## config.mk

```make
export PLATFORM = sky130hd
export DESIGN_NAME = dblm_ctrl
export DESIGN_NICKNAME = d
export VERILOG_FILES = /design/src/hw/rtl/dblm_pkg.sv /design/src/hw/rtl/dblm_ctrl.sv
export SDC_FILE = /design/constraint.sdc
export NUM_CORES = 1
export LEC_CHECK = 0
export BUFFER_PORTS_ARGS = -buffer_cell sky130_fd_sc_hd__buf_2
export CORE_AREA = 2 2 39 41
export CTS_BUF_LIST = sky130_fd_sc_hd__clkbuf_16
export CTS_CLUSTER_SIZE = 10
export DETAILED_ROUTE_END_ITERATION = 10
export DIE_AREA = 0 0 41 43
export GPL_ROUTABILITY_DRIVEN = 0
export PLACE_DENSITY = 0.68
export SLEW_MARGIN = 10
export SYNTH_ARGS = -nofsm -noshare
export SYNTH_HDL_FRONTEND = slang
export SYNTH_SLANG_ARGS = --single-unit
```

## constraint.sdc

```tcl
create_clock -name clk -period 1.34 [get_ports clk]
set_clock_uncertainty 0.1 [all_clocks]
set_input_delay 0.067 -clock clk [delete_from_list [all_inputs] [get_ports clk]]
set_output_delay 0.067 -clock clk [all_outputs]
set_load 0.005 [all_outputs]
```

## src/hw/rtl/dblm_pkg.sv

```systemverilog
// Package for the device baseline learn/monitor block.
// Holds function codes, alert codes, config indices, controller states,
// scan table selects and the command/status structs. No dependencies.
package dblm_pkg;

	localparam logic [2:0] FN_TICK     = 3'd0;
	localparam logic [2:0] FN_WIFI     = 3'd1;
	localparam logic [2:0] FN_BLE      = 3'd2;
	localparam logic [2:0] FN_RELEARN  = 3'd3;
	localparam logic [2:0] FN_ADD_WIFI = 3'd4;
	localparam logic [2:0] FN_ADD_BLE  = 3'd5;

	localparam logic [1:0] ALERT_NONE = 2'd0;
	localparam logic [1:0] ALERT_WIFI = 2'd1;
	localparam logic [1:0] ALERT_BLE  = 2'd2;

	localparam logic CFG_LEARN_WINDOW = 1'b0;
	localparam logic CFG_BLE_INTERVAL = 1'b1;

	typedef enum logic [2:0] {
		ST_IDLE,
		ST_DISPATCH,
		ST_BASE,
		ST_SEEN,
		ST_WCACHE,
		ST_BCACHE,
		ST_FINISH
	} state_t;

	// which table the scan engine walks; base means the item's own radio
	typedef enum logic [1:0] {
		SEL_BASE,
		SEL_WCACHE,
		SEL_BCACHE
	} sel_t;

	typedef struct packed {
		logic load;
		logic scan_start;
		sel_t scan_sel;
		logic base_wr;
		logic wc_ins;
		logic bc_ins;
		logic set_alert;
		logic set_added;
		logic do_lock;
		logic do_relearn;
		logic fin;
	} cmd_t;

	typedef struct packed {
		logic [2:0] func;
		logic       monitor;
		logic       scan_done;
		logic       scan_hit;
		logic       base_full;
		logic       lock_ok;
		logic       rate_ok;
		logic       out_busy;
	} sts_t;

endpackage

```

## src/hw/rtl/dblm_ctrl.sv

```systemverilog
// Controller FSM for the baseline learn/monitor block.
// Depends on dblm_pkg; drives dblm_dpath through cmd_t, reads sts_t.
module dblm_ctrl (
	input  logic            clk,
	input  logic            arst_n,
	input  logic            in_valid,
	output logic            in_ready,
	input  dblm_pkg::sts_t  sts,
	output dblm_pkg::cmd_t  cmd
);
	dblm_pkg::state_t state_q, state_d;

	logic sighting, adding;
	assign sighting = (sts.func == dblm_pkg::FN_WIFI) || (sts.func == dblm_pkg::FN_BLE);
	assign adding   = (sts.func == dblm_pkg::FN_ADD_WIFI) || (sts.func == dblm_pkg::FN_ADD_BLE);

	always_ff @(posedge clk or negedge arst_n) begin
		if (!arst_n) begin
			state_q <= dblm_pkg::ST_IDLE;
		end else begin
			state_q <= state_d;
		end
	end

	always_comb begin
		state_d = state_q;
		unique case (state_q)
			dblm_pkg::ST_IDLE: begin
				if (in_valid) state_d = dblm_pkg::ST_DISPATCH;
			end
			dblm_pkg::ST_DISPATCH: begin
				if ((sighting && !(!sts.monitor && sts.base_full)) || (adding && !sts.base_full))
					state_d = dblm_pkg::ST_BASE;
				else
					state_d = dblm_pkg::ST_FINISH;
			end
			dblm_pkg::ST_BASE: begin
				if (sts.scan_done) begin
					if (sts.scan_hit || (sighting && !sts.monitor))
						state_d = dblm_pkg::ST_FINISH;
					else if (sighting)
						state_d = dblm_pkg::ST_SEEN;
					else
						state_d = dblm_pkg::ST_WCACHE;
				end
			end
			dblm_pkg::ST_SEEN: begin
				if (sts.scan_done) state_d = dblm_pkg::ST_FINISH;
			end
			dblm_pkg::ST_WCACHE: begin
				if (sts.scan_done) state_d = dblm_pkg::ST_BCACHE;
			end
			dblm_pkg::ST_BCACHE: begin
				if (sts.scan_done) state_d = dblm_pkg::ST_FINISH;
			end
			dblm_pkg::ST_FINISH: begin
				if (!sts.out_busy) state_d = dblm_pkg::ST_IDLE;
			end
			default: state_d = dblm_pkg::ST_IDLE;
		endcase
	end

	always_comb begin
		cmd = '0;
		cmd.scan_sel = dblm_pkg::SEL_BASE;
		in_ready = 1'b0;
		unique case (state_q)
			dblm_pkg::ST_IDLE: begin
				in_ready = 1'b1;
				cmd.load = in_valid;
			end
			dblm_pkg::ST_DISPATCH: begin
				if (sts.func == dblm_pkg::FN_TICK)
					cmd.do_lock = sts.lock_ok;
				if (sts.func == dblm_pkg::FN_RELEARN)
					cmd.do_relearn = 1'b1;
				if ((sighting && !(!sts.monitor && sts.base_full)) || (adding && !sts.base_full))
					cmd.scan_start = 1'b1;
			end
			dblm_pkg::ST_BASE: begin
				if (sts.scan_done && !sts.scan_hit) begin
					if (sighting && !sts.monitor) begin
						cmd.base_wr = 1'b1;
					end else if (sighting) begin
						cmd.scan_start = 1'b1;
						cmd.scan_sel = (sts.func == dblm_pkg::FN_BLE) ?
							dblm_pkg::SEL_BCACHE : dblm_pkg::SEL_WCACHE;
					end else begin
						cmd.base_wr = 1'b1;
						cmd.set_added = 1'b1;
						cmd.scan_start = 1'b1;
						cmd.scan_sel = dblm_pkg::SEL_WCACHE;
					end
				end
			end
			dblm_pkg::ST_SEEN: begin
				if (sts.scan_done && !sts.scan_hit) begin
					if (sts.func == dblm_pkg::FN_BLE) begin
						cmd.bc_ins = 1'b1;
						cmd.set_alert = sts.rate_ok;
					end else begin
						cmd.wc_ins = 1'b1;
						cmd.set_alert = 1'b1;
					end
				end
			end
			dblm_pkg::ST_WCACHE: begin
				if (sts.scan_done) begin
					cmd.wc_ins = !sts.scan_hit;
					cmd.scan_start = 1'b1;
					cmd.scan_sel = dblm_pkg::SEL_BCACHE;
				end
			end
			dblm_pkg::ST_BCACHE: begin
				if (sts.scan_done) cmd.bc_ins = !sts.scan_hit;
			end
			dblm_pkg::ST_FINISH: begin
				cmd.fin = !sts.out_busy;
			end
			default: ;
		endcase
	end
endmodule

```

Word level (Yosys, flattened, before mapping)
Cells that the tools add are included.
{ "classes": {"n_eq_ne": 16, "mux": 37, "reduce_logical": 18} }
{ "ops": {"columns": ["op", "n"], "rows": [
  ["2-to-1 mux 3 bit", 11],
  ["one-hot mux 3 bit (6 select lines)", 1],
  ["2-to-1 mux 1 bit", 17],
  ["equality test 3 bit, second input constant", 5],
  ["equality test 3 x 2 -> 1 bit, second input constant", 4],
  ["inequality test 2 bit, second input constant", 4],
  ["equality test 3 x 1 -> 1 bit, second input constant", 2],
  ["logical NOT 3 bit", 2],
  ["2-to-1 mux 2 bit", 3],
  ["logical AND 1 bit", 5],
  ["logical NOT 1 bit", 5],
  ["AND reduction 5 bit", 1],
  ["logical OR 1 bit", 4],
  ["2-to-1 mux 4 bit", 1],
  ["one-hot mux 1 bit (2 select lines)", 2],
  ["one-hot mux 2 bit (2 select lines)", 1],
  ["one-hot mux 1 bit (3 select lines)", 1],
  ["inequality test 2 x 1 -> 1 bit, second input constant", 1],
  ["OR reduction 2 bit", 1]
]} }
{ "totals": {"wordCells": 72, "in_bits": 13, "regBits": 3} }

Depth between registers and ports, before layout
{ "logic_depth": {"ltp_word": 7, "ltp_mapped": 5, "depth_no_buf": 4} }

Worst setup path after synthesis
No wires, ideal clock.
{ "synth_path": {"path_type": "reg-to-reg", "start": "reg state_q[0]", "end": "reg state_q[2]", "path_stages_with_launch": 4, "setup_time_ps": 127, "path_slack_ps": -54, "period_less_slack_ps": 1394, "arrival_time_ps": 1168, "required_ps": 1113, "cell_sequence": "dfrtp_1 or4_4 a32oi_1 o21ai_1"} }
{ "synth_between": {"elab_chain_len": 4} }
{ "synth_rtl": {"columns": ["item", "line", "rtl"], "rows": [
  ["start, declared", "dblm_ctrl.sv:11", "dblm_pkg::state_t state_q, state_d;"],
  ["start signal, assigned", "dblm_ctrl.sv:19", "state_q <= dblm_pkg::ST_IDLE;"],
  ["start signal, assigned", "dblm_ctrl.sv:21", "state_q <= state_d;"],
  ["equality test 3 bit or equality test 3 x 2 -> 1 bit (tied branches)", "dblm_ctrl.sv:27", "unique case (state_q)"],
  ["OR reduction 2 bit (no line)", null, null],
  ["inequality test 2 x 1 -> 1 bit (no line)", null, null],
  ["AND reduction 5 bit (no line)", null, null]
]} }
Several ways; a longest one is shown, not always the timed one.
A chain may end at the register's enable or synchronous reset.

==> summary.md <==
| Metric | Value |
|---|---|
| Post-Synthesis Cell Area | around 410 um^2 |
| Final Critical Period | roughly 1500 ps |
| GR Util All Layers | 0.2183 |
| Worst setup margin | -134.2 ps |
| Seq/Total Area, Yosys | 0.1818 |
| Site Rows | 14 |
| Design area | approximately 900 um^2 |
| Largest register by flop count | state_q |
| EDFF count, synth | 0 |
| Post-placement cell area | between 700 and 800 um^2 |
| Worst path top cell family by delay | flip-flops |
| CTS Sinks | 3 |
| Post-DRT Antenna Nets | 0 |
| Failing checks | negative setup slack |
| Synth cell count leaders | nor2_1 (8), nand2_1 (5), a21oi_1 (4), nor3_1 (4) |
| H-Tree Depth | 1 |
| Crit path max fanout | 4 |
| Fillers | between 100 and 150 |
| Period utilization | 1.100 |
| Initial DRC count | 13 |
| Top-area cell type share of the netlist area | 0.1818 |
| Critical path capture point type | output pin |
| Req. time, crit path | ~1200 ps |
| Maximum vdd drop | ~1.1 mV |
| Critical path's largest stage delay | between 400 and 500 ps |
| CTS root buffer | clkbuf_16 |
| Yosys warnings | 0 |
| Top flop regs | state_q x3 |
| Syn Area/Cell | between 6 and 7 um^2 |
| CP bufs+invs | 2 |
| IO Port Bufs | 25 |
| Area growth syn-to-layout | 117.9% |
| CTS clock-pin slew for the worst setup and hold paths | approximately 30 ps |
| Nets | between 100 and 150 |
| Max FFs per register | 3 |
| Placed cells | roughly 120 |
| Sw frac | 0.3634 |
| Hold_ws | 61.40 ps |
| Sw power | 0.6199 mW |
| Vias in the first global route | about 610 |
| Arr. time, crit path | around 1300 ps |
| Layout cells sized above 1 | 0.6091 |
| Die width | 41 um |
| Max-Cap Viols | 0 |
| Final wirelength | 1672 um |
| Die area | around 1800 um^2 |
| CP Launch Type | flop |
| Antenna violations before repair | 0 |
| CTS tree | built |
| Most used flip-flop cell after synthesis | dfrtp_1 |
| First-pass GRT wire length | approximately 2600 um |
| Flops & latches, synth | 3 |
| Clock Latency Late Sink | 230 ps |
| Max_slew headroom | 0.7601 |
| Pwr dens | between 1500 and 2000 nW/um^2 |
| DR pass1 iterations | 4 |
| Largest net degree at the start of global routing | 8 |
| Area of the core | ~1400 um^2 |
| Largest cells by area after synthesis | dfrtp_1 (18%), nor2_1 (7.3%), nor3b_1 (5.5%) |
| Dpl hpwl | 1131 um |
| Unique masters post-synth | 31 |
| Area taken by multi-input logic gates | between 300 and 400 um^2 |
| Fmax | 678.3 MHz |
| Slew Limit Fails | 0 |
| N_diodes | 0 |
| Cts bufs inserted | 3 |
| Slowest CP cell | dfrtp_2 |
| Combinational Power Share | 0.592 |
| Endpoints failing setup | 15 |
| Total leakage power | roughly 0.45 nW |
| Synthesized instance count | 60 |
| Final Non-Filler Cells | roughly 130 |
| Top-count cell post-synth | nor2_1 |
| Setup CP Type | flop to output pin |
| Routed len/inst | between 10 and 15 um |
| Cell taking the most area after synthesis | dfrtp_1 |
| Post-synth ARST share | 1.000 |
| CP Cell Sequence | nor3_4, buf_4, o2111a_1, buf_2 |
| Internal power | around 1.1 mW |
| Tot Pwr | 1.706 mW |
| Via count | 660 |
| Power share of the clock group | 0.278 |
| Final setup TNS | -1270 ps |
| Die height | between 40 and 50 um |
| Hold crit path type | input pin to flop |
| Final Hold Viols | 0 |
| Storage cell area | roughly 78 um^2 |
| Longest Clk Path Bufs | 2 |
| Via density | between 5 and 6 |
| I/O pin total | 26 |
| Reg power frac | 0.130 |
| Syn nets | 73 |
| Initial Util | 0.2984 |
| Gr ovfl total | 0 |
| RSZ-0062 raised after global routing | yes |
| Run status | finished, violations left |
| Worst Tran Pin Value | about 350 ps |
| DRC errors left | 0 |
[kinds of logic after synthesis]
family	count (synthesis)	share of synthesized area
buffers and inverters	4	0.03638
xor gates and xnor gates	2	0.04243
AOI/OAI and AO/OA	15	0.2546
DFF	3	0.1818
and+or+nand+nor	36	0.4849
[worst reg2reg max path, delay by kind of cell (launching register included)]
kind	cells	cell delay (ps)
XOR/XNOR	1	140
buffers and inverters	1	170
flip-flops	1	400
AO/OA/AOI/OAI	3	470
[metrics by stage]
step | utilization | setup WS (ps)
floorplan | - | -34.71
global placement | 0.5063 | -68.26
detailed placement | 0.5063 | -84.56
CTS | 0.6356 | -110.4
global route | 0.6501 | -203.4
finish | 0.6501 | -134.2
[power groups by stage]
stage / Clock (mW) / Combinational, mW / Sequential, mW
after floorplan: 0 / 0.370 / 0.183
after global placement: 0 / 0.745 / 0.179
after detailed placement: 0 / 0.756 / 0.186
after CTS: 0.479 / 0.960 / 0.217
after global routing: 0.492 / 1.10 / 0.228
final: 0.475 / 1.01 / 0.221
[repair_timing]
action	in CTS	in global routing
gates resized for setup	19	4
setup endpoints to repair	15	16
endpoints found under the hold margin	3	0
buffers inserted	2	0
pin swaps	6	3
hold buffers	1	0
[path summary, 6_finish.rpt]
check / cells past startpoint / end / startpoint / slack (ps)
min in group asynchronous: 2 / state_q[0] / arst_n / 90
worst min-delay path: 3 / state_q[1] / sts[0] / 60
worst max-delay path: 4 / cmd[4] / state_q[2] / -130
max in group asynchronous: 2 / state_q[1] / arst_n / 920
worst max register to register: 5 / state_q[0] / state_q[0] / -50
worst min register to register: 3 / state_q[2] / state_q[0] / 610
[placed cells by master (no fill, tap or decap), drive strengths merged, types with 2 or more instances in the layout]
| cell | count |
|---|---|
| dfrtp | 3 |
| buf | 47 |
| nor2 | 8 |
| nor3b | 3 |
| nor2b | 2 |
| nand2b | 3 |
| nand3 | 2 |
| nor3 | 4 |
| a21oi | 4 |
| o21ai | 2 |
| and3 | 2 |
| a32oi | 2 |
| nand2 | 5 |
| inv | 3 |
| clkbuf | 3 |
[routing by layer]
| layer | part of all wire | vias to the layer above | track usage |
|---|---|---|---|
| li1 | - | 324 | - |
| met1 | 0.40 | 305 | 0.2686 |
| met2 | 0.52 | 29 | 0.3688 |
| met3 | 0.078 | 2 | 0.03141 |
| met4 | 0.0066 | 0 | 0.06667 |
| met5 | 0 | - | 0 |
[final cells by class]
class | instances | share of cell area
Inverter | 2 | 0.008345
Sequential cell | 3 | 0.08623
Tap cell | 16 | 0.02225
Clock buffer | 3 | 0.08345
Timing Repair Buffer | 48 | 0.3574
Clock inverter | 1 | 0.004172
Multi-Input combinational cell | 53 | 0.4381
Power figures use the tool's default switching activity.
